## config.mk

```make
export PLATFORM = sky130hd
export DESIGN_NAME = fbt_oreg
export DESIGN_NICKNAME = d
export VERILOG_FILES = /design/src/hdl/fbt_pkg.sv /design/src/hdl/fbt_oreg.sv
export SDC_FILE = /design/constraint.sdc
export NUM_CORES = 1
export LEC_CHECK = 0
export BUFFER_PORTS_ARGS = -buffer_cell sky130_fd_sc_hd__clkbuf_2
export CAP_MARGIN = 20
export CELL_PAD_IN_SITES_DETAIL_PLACEMENT = 1
export CELL_PAD_IN_SITES_GLOBAL_PLACEMENT = 1
export CORE_MARGIN = 2
export CORE_UTILIZATION = 32
export DETAILED_ROUTE_END_ITERATION = 6
export HOLD_SLACK_MARGIN = 0.15
export PLACE_DENSITY = 0.89
export SLEW_MARGIN = 20
export SYNTH_ARGS = -nofsm -noshare
export SYNTH_HDL_FRONTEND = slang
export SYNTH_SLANG_ARGS = --single-unit
```

## constraint.sdc

```tcl
create_clock -name clk -period 2.1 [get_ports clk]
set_input_delay 0.21 -clock clk [delete_from_list [all_inputs] [get_ports clk]]
set_output_delay 0.21 -clock clk [all_outputs]
set_load 0.01 [all_outputs]
```

## src/hdl/fbt_pkg.sv

```systemverilog
// ----------------------------------------------------------------------------
// fbt_pkg
// Shared codes and result type for the flow block table.
// ----------------------------------------------------------------------------
package fbt_pkg;

  localparam int unsigned POS_W = 11;

  localparam logic [1:0] FN_BLOCK   = 2'd0;
  localparam logic [1:0] FN_UNBLOCK = 2'd1;
  localparam logic [1:0] FN_QUERY   = 2'd2;
  localparam logic [1:0] FN_CLEAR   = 2'd3;

  localparam logic [1:0] ST_OK     = 2'd0;
  localparam logic [1:0] ST_FULL   = 2'd1;
  localparam logic [1:0] ST_ABSENT = 2'd2;

  typedef struct packed {
    logic [1:0]       status;
    logic             found;
    logic [POS_W-1:0] match_position;
    logic [POS_W-1:0] entries_now;
  } res_t;

endpackage

```

## src/hdl/fbt_oreg.sv

```systemverilog
// ----------------------------------------------------------------------------
// fbt_oreg
// Output register for result beats; holds under stall.
// ----------------------------------------------------------------------------
module fbt_oreg (
  input  logic                     clk,
  input  logic                     rst,
  input  logic                     res_valid,
  input  fbt_pkg::res_t            res,
  output logic                     res_ready,
  output logic                     out_valid,
  input  logic                     out_stall,
  output logic [1:0]               status,
  output logic                     found,
  output logic [fbt_pkg::POS_W-1:0] match_position,
  output logic [fbt_pkg::POS_W-1:0] entries_now
);
  import fbt_pkg::*;

  res_t hold;

  assign res_ready      = !out_valid || !out_stall;
  assign status         = hold.status;
  assign found          = hold.found;
  assign match_position = hold.match_position;
  assign entries_now    = hold.entries_now;

  always_ff @(posedge clk) begin
    if (rst) begin
      out_valid <= 1'b0;
    end else if (res_ready) begin
      out_valid <= res_valid;
    end
  end

  always_ff @(posedge clk) begin
    if (res_ready && res_valid) begin
      hold <= res;
    end
  end

endmodule

```

==> results.json <==
{
  "worstSetupPathType": "reg2reg",
  "hold_end": "out_valid",
  "critPathTopFamily": "flip-flops",
  "dieHeight_um": 53.7,
  "dr_total_vias": 601,
  "synth_area_leaders": "edfxtp_1 (95%), dfxtp_1 (2.5%), and2_1 (0.79%)",
  "setup_viol_count_final": 0,
  "syn_to_final_growth_pct": 76.5,
  "rows": 17,
  "synth.top_cell.area_share": 0.951,
  "cts_setup_buffers": 0,
  "drt_iter0_markers": 10,
  "ctsResizeCount": 0,
  "required_ns": 2.09,
  "fin_crit_ns": 1.19,
  "p_leak_nw": 0.614,
  "syn_nets": 59,
  "ys_warn_count": 0,
  "initial_utilization": 0.347,
  "synth-edff-count": 25,
  "holdWs_ns": 0.197,
  "via_per_inst": 4.17,
  "wl_per_cell_um": 14.8,
  "layout-drive-gt1-share": 0.509,
  "clockBufferDepth": 2,
  "avgSynthCellArea_um2": 26.3,
  "drc_errors": 0,
  "whs_path_depth": 3,
  "cap_viol_max_count": 0,
  "status": "completed",
  "synthDistinctLibCells": 6,
  "pwr_density_cell_nw_per_um2": 676,
  "gp_congestion": 0.713,
  "grt_pass1_wl_mm": 3.04,
  "clkSinkCount": 26,
  "n_antenna_cell": 0,
  "final_core_util": 0.612,
  "postSynthCellCount": 30,
  "crit_arrival_ns": 1.18,
  "worst_pin_slew_ns": 0.313,
  "ys.flop_type": "edfxtp_1",
  "grt_max_degree": 26,
  "slew_viol_final": 0,
  "htreeDepth": 1,
  "critical_path.startpoint_type": "register",
  "antenna_left": 0,
  "reg2reg_depth": 3,
  "io-pin-count": 56,
  "clk_latency_ns": 0.31,
  "worst_slew_margin_rel": 0.791,
  "period_share": 0.568,
  "peakVddDrop_mv": 0.521,
  "rr_startpoint": "out_valid",
  "io_buffers": 55,
  "grt_pass1_vias": 639,
  "cp-end-kind": "register",
  "grt_setup_unrepaired": "no",
  "clock_skew_ns": 0.00645,
  "firstDrtPassIters": 3,
  "max_freq_mhz": 839,
  "routed_wirelength_mm": 2.13,
  "hold_viol": 0,
  "critPathBufInv": 1,
  "dieArea_um2": 2880,
  "grt-ovfl-total": 0,
  "cp_slowest_cell": "dfxtp_1",
  "min-delay-start": "res_valid",
  "synthArstFlopShare": 0,
  "antenna_found_initial": 0,
  "ctsRootBufferMaster": "clkbuf_4",
  "ys_ff_latch": 26,
  "synth-seq-area-share": 0.976,
  "final_cell_area_um2": 1390,
  "die_width_um": 53.7,
  "yosysTopAreaCell": "edfxtp_1",
  "path_cells": "nand2_1, and2_1, buf_4",
  "reg2reg_slack_ns": 0.91,
  "clk_pin_slew_ns": 0.12,
  "cp_max_fo": 25,
  "core_area_um2": 2280,
  "cts_tree": "built",
  "cts_made_buffers": 3,
  "hold_class": "in2reg",
  "synthesis.area_um2": 790,
  "fin_setup_tns_ns": 0,
  "track_usage": 0.162,
  "finalPower_w": 0.000942,
  "place_area_um2": 1110,
  "slowest_delay_ns": 0.36,
  "r2r_end": "status[0]",
  "yosysMostFrequentCell": "edfxtp_1",
  "nets": 146
}
==> kinds of logic (layout without fill, tap and decap cells) <==
kind of cell / count (synthesis) / after routing / synth area share
compound gates: 1 / 1 / 0.00633
buf+inv: 0 / 86 / 0
flops: 26 / 26 / 0.976
simple gates: 3 / 3 / 0.0174
==> cell type report <==
type                    instances  area (um^2)
fillers                       218          882
flip-flops and latches         26          771
repair buffers                 82          543
well taps                      28         35.0
clock buffers                   4         26.3
multi-input cells               4         18.8
==> registers in the layout (all words and copies together) (netlist names) <==
signal / flops
out_valid: 1
found: 1
entries_now: 11
match_position: 11
status: 2
==> worst register-to-register path, delay by kind of cell (launching register included) <==
kind / cells / cell delay, ns
simple gates: 2 / 0.22
flops: 1 / 0.36
buf+inv: 1 / 0.30
==> routing by layer <==
layer	part of all wire	vias to the layer above	GRT usage
met2	0.50	43	0.264
met4	0.027	0	0.115
li1	-	289	-
met3	0.11	6	0.0611
met1	0.36	263	0.169
met5	0	-	0
==> layout by cell type, fill, tap and decap left out <==
cell type / count
and2_1: 1
clkbuf_4: 3
buf_4: 1
nand2_1: 1
clkbuf_2: 55
edfxtp_1: 25
clkbuf_1: 1
dlygate4sd3_1: 26
nor2_1: 1
dfxtp_1: 1
a21oi_1: 1
==> per-stage QoR <==
step           setup WS (ns)  cells
2_1_floorplan          0.593     30
3_3_place_gp            1.00    114
3_5_place_dp           0.953    114
4_1_cts                0.943    144
5_1_grt                0.832    144
6_report               0.908    144
==> report_power, final <==
part | switching, W | total (W) | internal [W]
Sequential | 0.00000900 | 0.000613 | 0.000604
Combinational | 0.0000569 | 0.000128 | 0.0000710
Clock | 0.000127 | 0.000201 | 0.0000740
Total | 0.000193 | 0.000942 | 0.000749
==> repair_timing <==
action,CTS,global route
setup endpoints to repair,0,0
hold endpoints to repair,26,0
hold buffers,26,0
==> worst max-delay path by stage <==
| stage | from | end | slack, ns | depth (start not counted) |
|---|---|---|---|---|
| after floorplan | out_valid | entries_now[0] | 0.59 | 2 |
| after global placement | out_stall | entries_now[2] | 1.00 | 4 |
| after detailed placement | out_stall | status[1] | 0.95 | 4 |
| after CTS | out_valid | match_position[5] | 0.94 | 3 |
| after global routing | out_valid | match_position[5] | 0.83 | 3 |
| final | out_valid | status[0] | 0.91 | 3 |
(Power assumes the default switching activity.)
