File: src/hdl/fbt_pkg.sv
// ----------------------------------------------------------------------------
// fbt_pkg
// Shared codes and result type for the flow block table.
// ----------------------------------------------------------------------------
package fbt_pkg;

  localparam int unsigned POS_W = 11;

  localparam logic [1:0] FN_BLOCK   = 2'd0;
  localparam logic [1:0] FN_UNBLOCK = 2'd1;
  localparam logic [1:0] FN_QUERY   = 2'd2;
  localparam logic [1:0] FN_CLEAR   = 2'd3;

  localparam logic [1:0] ST_OK     = 2'd0;
  localparam logic [1:0] ST_FULL   = 2'd1;
  localparam logic [1:0] ST_ABSENT = 2'd2;

  typedef struct packed {
    logic [1:0]       status;
    logic             found;
    logic [POS_W-1:0] match_position;
    logic [POS_W-1:0] entries_now;
  } res_t;

endpackage

File: src/hdl/fbt_ctrl.sv
// ----------------------------------------------------------------------------
// fbt_ctrl
// Sequencer: linear scan with one pair compare per cycle, then append,
// swap-remove or report; clear empties the table without a scan.
// ----------------------------------------------------------------------------
module fbt_ctrl #(
  parameter int unsigned CAPACITY = 1024,
  parameter int unsigned AW       = 10,
  parameter int unsigned CW       = 11
) (
  input  logic               clk,
  input  logic               rst,
  input  logic               in_valid,
  output logic               idle,
  input  logic [1:0]         func,
  input  logic [31:0]        source,
  input  logic [31:0]        destination,
  output logic               rd_en,
  output logic [AW-1:0]      rd_addr,
  input  logic [63:0]        rd_data,
  output logic               wr_en,
  output logic [AW-1:0]      wr_addr,
  output logic [63:0]        wr_data,
  output logic               res_valid,
  output fbt_pkg::res_t      res,
  input  logic               res_ready
);
  import fbt_pkg::*;

  localparam logic [2:0] S_IDLE = 3'd0;
  localparam logic [2:0] S_SCAN = 3'd1;
  localparam logic [2:0] S_ACT  = 3'd2;
  localparam logic [2:0] S_MOVE = 3'd3;
  localparam logic [2:0] S_DONE = 3'd4;

  localparam logic [CW-1:0] CAP = CW'(CAPACITY);

  logic [2:0]    state;
  logic [CW-1:0] count;
  logic [CW-1:0] scan_idx;
  logic          chk_vld;
  logic [AW-1:0] chk_idx;
  logic [CW-1:0] pos;
  logic [1:0]    op;
  logic [63:0]   key;

  logic          hit;
  logic          more;
  logic [CW-1:0] last;
  logic [CW-1:0] pos_m1;
  logic          full;

  assign hit    = chk_vld && (rd_data == key);
  assign more   = scan_idx < count;
  assign last   = count - CW'(1);
  assign pos_m1 = pos - CW'(1);
  assign full   = count >= CAP;
  assign idle   = state == S_IDLE;
  assign res_valid = state == S_DONE;

  always_comb begin
    rd_en   = 1'b0;
    rd_addr = scan_idx[AW-1:0];
    wr_en   = 1'b0;
    wr_addr = count[AW-1:0];
    wr_data = key;
    case (state)
      S_SCAN: begin
        rd_en = !hit && more;
      end
      S_ACT: begin
        if (op == FN_BLOCK) begin
          wr_en = !full;
        end else if (op == FN_UNBLOCK) begin
          rd_en   = pos != '0;
          rd_addr = last[AW-1:0];
        end
      end
      S_MOVE: begin
        wr_en   = 1'b1;
        wr_addr = pos_m1[AW-1:0];
        wr_data = rd_data;
      end
      default: begin
      end
    endcase
  end

  always_ff @(posedge clk) begin
    if (rst) begin
      state   <= S_IDLE;
      count   <= '0;
      chk_vld <= 1'b0;
    end else begin
      case (state)
        S_IDLE: begin
          if (in_valid) begin
            op       <= func;
            key      <= {source, destination};
            scan_idx <= '0;
            chk_vld  <= 1'b0;
            if (func == FN_CLEAR) begin
              count <= '0;
              res   <= '{status: ST_OK, found: 1'b0, match_position: '0, entries_now: '0};
              state <= S_DONE;
            end else begin
              state <= S_SCAN;
            end
          end
        end
        S_SCAN: begin
          if (hit) begin
            pos     <= CW'(chk_idx) + CW'(1);
            chk_vld <= 1'b0;
            state   <= S_ACT;
          end else if (more) begin
            chk_vld  <= 1'b1;
            chk_idx  <= scan_idx[AW-1:0];
            scan_idx <= scan_idx + CW'(1);
          end else begin
            pos     <= '0;
            chk_vld <= 1'b0;
            state   <= S_ACT;
          end
        end
        S_ACT: begin
          if (op == FN_BLOCK && full) begin
            res   <= '{status: ST_FULL, found: pos != '0,
                       match_position: POS_W'(pos), entries_now: POS_W'(count)};
            state <= S_DONE;
          end else if (op == FN_BLOCK) begin
            count <= count + CW'(1);
            res   <= '{status: ST_OK, found: pos != '0,
                       match_position: POS_W'(pos),
                       entries_now: POS_W'(count + CW'(1))};
            state <= S_DONE;
          end else if (op == FN_UNBLOCK && pos == '0) begin
            res   <= '{status: ST_ABSENT, found: 1'b0,
                       match_position: '0, entries_now: POS_W'(count)};
            state <= S_DONE;
          end else if (op == FN_UNBLOCK) begin
            res   <= '{status: ST_OK, found: 1'b1,
                       match_position: POS_W'(pos), entries_now: POS_W'(count)};
            state <= S_MOVE;
          end else begin
            res   <= '{status: ST_OK, found: pos != '0,
                       match_position: POS_W'(pos), entries_now: POS_W'(count)};
            state <= S_DONE;
          end
        end
        S_MOVE: begin
          count           <= last;
          res.entries_now <= POS_W'(last);
          state           <= S_DONE;
        end
        S_DONE: begin
          if (res_ready) begin
            state <= S_IDLE;
          end
        end
        default: begin
          state <= S_IDLE;
        end
      endcase
    end
  end

endmodule

File: config.mk
export PLATFORM = sky130hd
export DESIGN_NAME = fbt_ctrl
export DESIGN_NICKNAME = d
export VERILOG_FILES = /design/src/hdl/fbt_pkg.sv /design/src/hdl/fbt_ctrl.sv
export SDC_FILE = /design/constraint.sdc
export NUM_CORES = 1
export LEC_CHECK = 0
export BUFFER_PORTS_ARGS = -buffer_cell sky130_fd_sc_hd__buf_2
export CORE_UTILIZATION = 25
export DETAILED_ROUTE_END_ITERATION = 12
export PLACE_DENSITY = 0.44
export SLEW_MARGIN = 20
export SYNTH_ARGS = -nofsm -noshare
export SYNTH_HDL_FRONTEND = slang
export SYNTH_SLANG_ARGS = --single-unit
export TNS_END_PERCENT = 50
File: constraint.sdc
create_clock -name clk -period 6 [get_ports clk]
set_clock_uncertainty 0.2 [all_clocks]
set_input_delay 0.3 -clock clk [delete_from_list [all_inputs] [get_ports clk]]
set_output_delay 0.3 -clock clk [all_outputs]
set_load 0.05 [all_outputs]
==> flow_metrics.env, run 1 <==
export IMPL_vias=6362
export IMPL_ys_ff_latch=138
export IMPL_numPortBuffers=246
export IMPL_cts_root_buf="clkbuf_16"
export IMPL_routedWlPerCell_um=17.4
export IMPL_clk_pin_slew_ns=0.06
export IMPL_multi_input_area_um2=3480
export IMPL_nFillCells=3091
export IMPL_max_freq_ghz=0.271
export IMPL_pre_cts_ws_ns=2.52
export IMPL_yosysWarnings=0
export IMPL_cts_buffers=17
export IMPL_die_x_um=177
export IMPL_critPathLaunchType="flip-flop"
export IMPL_hold_viol=0
export IMPL_syn_area_per_cell_um2=10.9
export IMPL_fin_ws_ns=2.30
export IMPL_clkSinkCount=138
export IMPL_cts_hold_buf=66
export IMPL_worstPathRequired_ns=5.50
export IMPL_synthArstFlopShare=0
export IMPL_grt_busiest_layer="met2"
export IMPL_regArea_um2=3990
export IMPL_cts_resized_gates=0
export IMPL_grt_use_met2=0.266
export IMPL_totalWireLength_um=24700
export IMPL_gp_congestion=0.793
export IMPL_drive_gt1_frac=0.339
export IMPL_areaGrowthSynthToFinish_pct=38.0
export IMPL_dominantRegCellSynth="edfxtp_1"
export IMPL_grt_ovfl_total=0
export IMPL_syn_area_um2=7700
export IMPL_synth_cells=705
export IMPL_leakage_nw=4.24
export IMPL_dp_hpwl_um=18800
export IMPL_seq_area_frac_synth=0.519
export IMPL_row_count=63
export IMPL_cap_violations=0
export IMPL_tritoncts="built"
export IMPL_nets=1163
export IMPL_die_y_um=177
export IMPL_syn_nets=855
export IMPL_finalCritPeriodShare=0.616
export IMPL_tns_ns=0
export IMPL_grt_util_met1=0.193
export IMPL_antenna_found_initial=3
export IMPL_avgViaCountPerCell=4.48
export IMPL_grt_pass1_vias=6424
export IMPL_ant_nets=0
export IMPL_relSlewSlack=0.329
export IMPL_core_um2=30000
export IMPL_rsz0062_at_grt="no"
export IMPL_die_area_um2=31500
export IMPL_yosysTopAreaCell="edfxtp_1"
export IMPL_yosys_top_cells_count="edfxtp_1, nand2_1, nor2_1, xor2_1, mux2_2"
export IMPL_synth_top_area_frac=0.480
export IMPL_htree_num_levels=4
export IMPL_path_max_fanout=80
export IMPL_post_route_util=0.354
export IMPL_cts_buffer_depth=2
export IMPL_drcViolationCount=0
export IMPL_hp_class="primary input to flip-flop"
export IMPL_power_density_nw_per_um2=273
export IMPL_maxSlewViolCount=0
export IMPL_synth_edff_count=123
export IMPL_use_met3=0.0482
export IMPL_endpoint_kind="output pin"
export IMPL_cts_setup_buffers=0
export IMPL_outcome="completed"
export IMPL_grt_max_degree=81
export IMPL_finalSetupViolCount=0
export IMPL_grt_pass1_wl_um=37100
export IMPL_start_util=0.257
export IMPL_yosysMostFrequentCell="edfxtp_1"
export IMPL_clk_latency_ns=0.43
export IMPL_period_minus_slack_ns=3.70
export IMPL_worst_pin_slew_ns=1.01
export IMPL_crit_arrival_ns=3.20
export IMPL_firstDrtPassIters=5
export IMPL_grt_usage=0.157
export IMPL_synth_area_leaders="edfxtp_1, mux2_2, xor2_1, dfxtp_1, xnor2_1"
export IMPL_crit_type="flip-flop to output pin"
export IMPL_report_power_total_mw=2.90
export IMPL_peakVddDrop_v=0.000170
export IMPL_drtIter0Drc=367
export IMPL_yosysUniqueCellTypes=54
export IMPL_top_level_ports=247
cells by family (layout without fill, tap and decap cells):
logic type | count (synthesis) | in the layout | share of synthesized area
other | 0 | 3 | 0
and+or+nand+nor | 239 | 239 | 0.153
AOI/OAI and AO/OA | 104 | 104 | 0.0836
muxes | 56 | 56 | 0.0818
adders and majority gates | 16 | 16 | 0.0260
DFF | 138 | 138 | 0.519
xor gates and xnor gates | 93 | 93 | 0.106
buffers and inverters | 59 | 380 | 0.0309
power by group:
| group | switching [mW] | internal (mW) |
|---|---|---|
| Clock | 0.450 | 0.659 |
| Combinational | 0.409 | 0.198 |
| Sequential | 0.0542 | 1.13 |
final timing paths:
| path | from | end | slack (ns) | cells after the start |
|---|---|---|---|---|
| worst max register to register | key[25]$_DFFE_PP_ | pos[0]$_SDFFCE_PN0P_ | 2.66 | 6 |
| worst min register to register | count[3]$_SDFFE_PP0P_ | count[3]$_SDFFE_PP0P_ | 0.34 | 1 |
| worst max-delay path | state[1]$_SDFFE_PP0P_ | wr_data[9] | 2.30 | 6 |
| worst min-delay path | res_ready | state[2]$_SDFFE_PP0P_ | 0.03 | 4 |
state kept, by name, summed over array words and instances (netlist names):
register	count
count	11
pos	11
chk_idx	10
state	3
op	2
key	64
scan_idx	11
chk_vld	1
res	25
cells in the final DEF (no fill, tap or decap), types with 3 or more instances in the layout:
cell type / count
inv_1: 28
buf_2: 246
or3_1: 4
ha_1: 16
nand3_1: 24
bufinv_16: 3
dlygate4sd3_1: 66
buf_4: 5
nor2b_1: 11
a221oi_1: 3
a2111oi_0: 3
a21oi_1: 19
nor2_1: 60
o22ai_1: 8
xnor2_1: 33
nor3_1: 11
and3_1: 12
diode_2: 3
dfxtp_1: 15
and2_1: 14
edfxtp_1: 123
o21ai_0: 37
a22oi_1: 4
mux2_2: 55
nand2b_1: 5
clkbuf_16: 17
a31oi_1: 5
nand2_1: 66
a21o_1: 6
o32ai_1: 3
nor4_1: 12
inv_6: 4
xor2_1: 60
nand4_1: 6
metrics by stage:
stage	cells	hold slack [ns]	cell area, um2
2_1_floorplan	705	0.199	7700
3_3_place_gp	1318	0.276	9350
3_5_place_dp	1318	0.278	9350
4_1_cts	1416	0.00883	10600
5_1_grt	1416	0.0406	10600
6_report	1419	0.0250	10600
critical path, cell delays in order (launching register included):
cell,delay [ns]
dfxtp_1,0.49
inv_1,0.13
nor2_1,0.45
nand2_4,0.62
buf_4,0.48
mux2_2,0.29
buf_2,0.27
metal layers:
layer | part of all wire | vias up
li1 | - | 3168
met1 | 0.43 | 2931
met2 | 0.48 | 244
met3 | 0.074 | 17
met4 | 0.013 | 2
met5 | 0.00053 | -
final cells by class:
| cell class | count | share of cell area |
|---|---|---|
| clock inverter | 13 | 0.0157 |
| tap | 390 | 0.0460 |
| clock buffer | 19 | 0.0408 |
| inverter | 31 | 0.0110 |
| antenna | 3 | 0.000707 |
| timing repair buffer | 317 | 0.182 |
| sequential | 138 | 0.376 |
| multi-input combinational | 508 | 0.328 |
No activity file was read; power rests on OpenSTA's default activity.
==> run 2: changes to the inputs <==
clock period = 3.73 ns   (was 6 ns; I/O delays follow)
==> flow_metrics.env, run 2 (synthesized netlist as in run 1, its figures left out) <==
export IMPL_worst_pin_slew_ns=0.661
export IMPL_gp_congestion=0.817
export IMPL_vias=6428
export IMPL_top_level_ports=247
export IMPL_r2r_setup_slack_ns=0.67
export IMPL_die_x_um=177
export IMPL_report_power_total_mw=4.73
export IMPL_largest_reg_flops=64
export IMPL_antenna_found_initial=4
export IMPL_cts_root_buf="clkbuf_16"
export IMPL_htree_num_levels=4
export IMPL_areaGrowthSynthToFinish_pct=39.3
export IMPL_die_y_um=177
export IMPL_hold_viol=0
export IMPL_clk_pin_slew_ns=0.07
export IMPL_post_route_util=0.358
export IMPL_pre_cts_ws_ns=0.701
export IMPL_leakage_nw=4.29
export IMPL_nets=1170
export IMPL_peakVddDrop_v=0.000292
export IMPL_rsz0062_at_grt="no"
export IMPL_cts_buffers=17
export IMPL_max_freq_ghz=0.292
export IMPL_drcViolationCount=0
export IMPL_firstDrtPassIters=5
export IMPL_core_um2=30000
export IMPL_power_density_nw_per_um2=441
export IMPL_ant_nets=0
export IMPL_reg_largest_list="key x64, res x25"
export IMPL_clkSinkCount=138
export IMPL_path_max_fanout=7
export IMPL_numPortBuffers=246
export IMPL_grt_pass1_wl_um=37500
export IMPL_die_area_um2=31500
export IMPL_endpoint_kind="output pin"
export IMPL_period_minus_slack_ns=3.42
export IMPL_routedWlPerCell_um=17.5
export IMPL_crit_type="flip-flop to output pin"
export IMPL_worstPathRequired_ns=3.34
export IMPL_hp_class="primary input to flip-flop"
export IMPL_drive_gt1_frac=0.341
export IMPL_drtIter0Drc=333
export IMPL_layout_commonest_cell="buf_2"
export IMPL_outcome="completed"
export IMPL_timing_rr_start="key[25]$_DFFE_PP_"
export IMPL_mostFrequentLayoutCells="buf_2, edfxtp_1, dlygate4sd3_1, nand2_1"
export IMPL_grt_max_degree=75
export IMPL_row_count=63
export IMPL_place_area_um2=9410
export IMPL_relSlewSlack=0.556
export IMPL_tns_ns=0
export IMPL_regMostFlops="key"
export IMPL_worstSetupStartpoint="key[25]$_DFFE_PP_"
export IMPL_final_cell_area_um2=10700
export IMPL_hold_start="in_valid"
export IMPL_grt_usage=0.160
export IMPL_finalCritPeriodShare=0.918
export IMPL_grt_ovfl_total=0
export IMPL_maxSlewViolCount=0
export IMPL_totalWireLength_um=24900
export IMPL_dp_hpwl_um=19200
export IMPL_grt_pass1_vias=6645
export IMPL_finalSetupViolCount=0
export IMPL_critPathLaunchType="flip-flop"
export IMPL_fin_ws_ns=0.307
export IMPL_cts_buffer_depth=2
export IMPL_tritoncts="built"
export IMPL_cap_violations=0
export IMPL_avgViaCountPerCell=4.52
export IMPL_clk_latency_ns=0.42
export IMPL_start_util=0.257
export IMPL_crit_arrival_ns=3.04
-- run 2: changes by cell type in the layout (fill, tap and decap cells not counted), sizes merged, moves of 2 or more --
cell	change
dlygate4sd3	+3
clkinv	-2
diode	-2
buf	+4
-- run 2: final timing paths --
path,end,cells after the start
setup / recovery,rd_en,7
hold / removal,chk_vld$_SDFFE_PP0P_,3
setup reg to reg,pos[7]$_SDFFCE_PN0P_,7
hold reg to reg,count[3]$_SDFFE_PP0P_,1
-- run 2: power by group --
group          switching [mW]  total, mW  internal, mW  leakage (nW)
registers              0.0970       1.91          1.81          1.24
clock network           0.714       1.84          1.13         0.296
logic                   0.652      0.984         0.332          2.76
-- run 2: repair_timing --
action / 4_1_cts / 5_1_grt
hold buffers: 69 / 0
hold endpoints to repair: 72 / 0
endpoints found under the setup margin: 0 / 0
setup buffers: 0 / 0
gates resized for setup: 0 / 0
-- run 2: worst max-delay path, cell delays in order, from the launching register on --
cell and delay [ns]:
edfxtp_1 0.40, nor2b_1 0.15, a2111oi_0 0.53, nand4_1 0.28, nor4_2 0.55, a21oi_2 0.23
a21o_1 0.24, buf_2 0.21
-- run 2: area by class of cell --
type                    instances  area, um2
fillers                      3116      19200
flip-flops and latches        138       3990
multi-input cells             508       3480
repair buffers                324       2010
well taps                     390        488
clock buffers                  18        429
clock inverters                13        191
inverters                      31        116
diodes                          1       2.50
-- run 2: per-stage QoR --
step / hold WS (ns) / cells
floorplan: 0.0854 / 705
detailed placement: 0.165 / 1322
global placement: 0.163 / 1322
finish: 0.0213 / 1423
global route: 0.0191 / 1422
CTS: 0.0157 / 1422
-- run 2: per-layer routing --
layer	GRT usage	routed length (um)	up-vias
met1	0.185	10300	3002
met5	0	32	-
met4	0.0438	301	4
met3	0.0503	1880	17
li1	-	-	3164
met2	0.282	12400	241
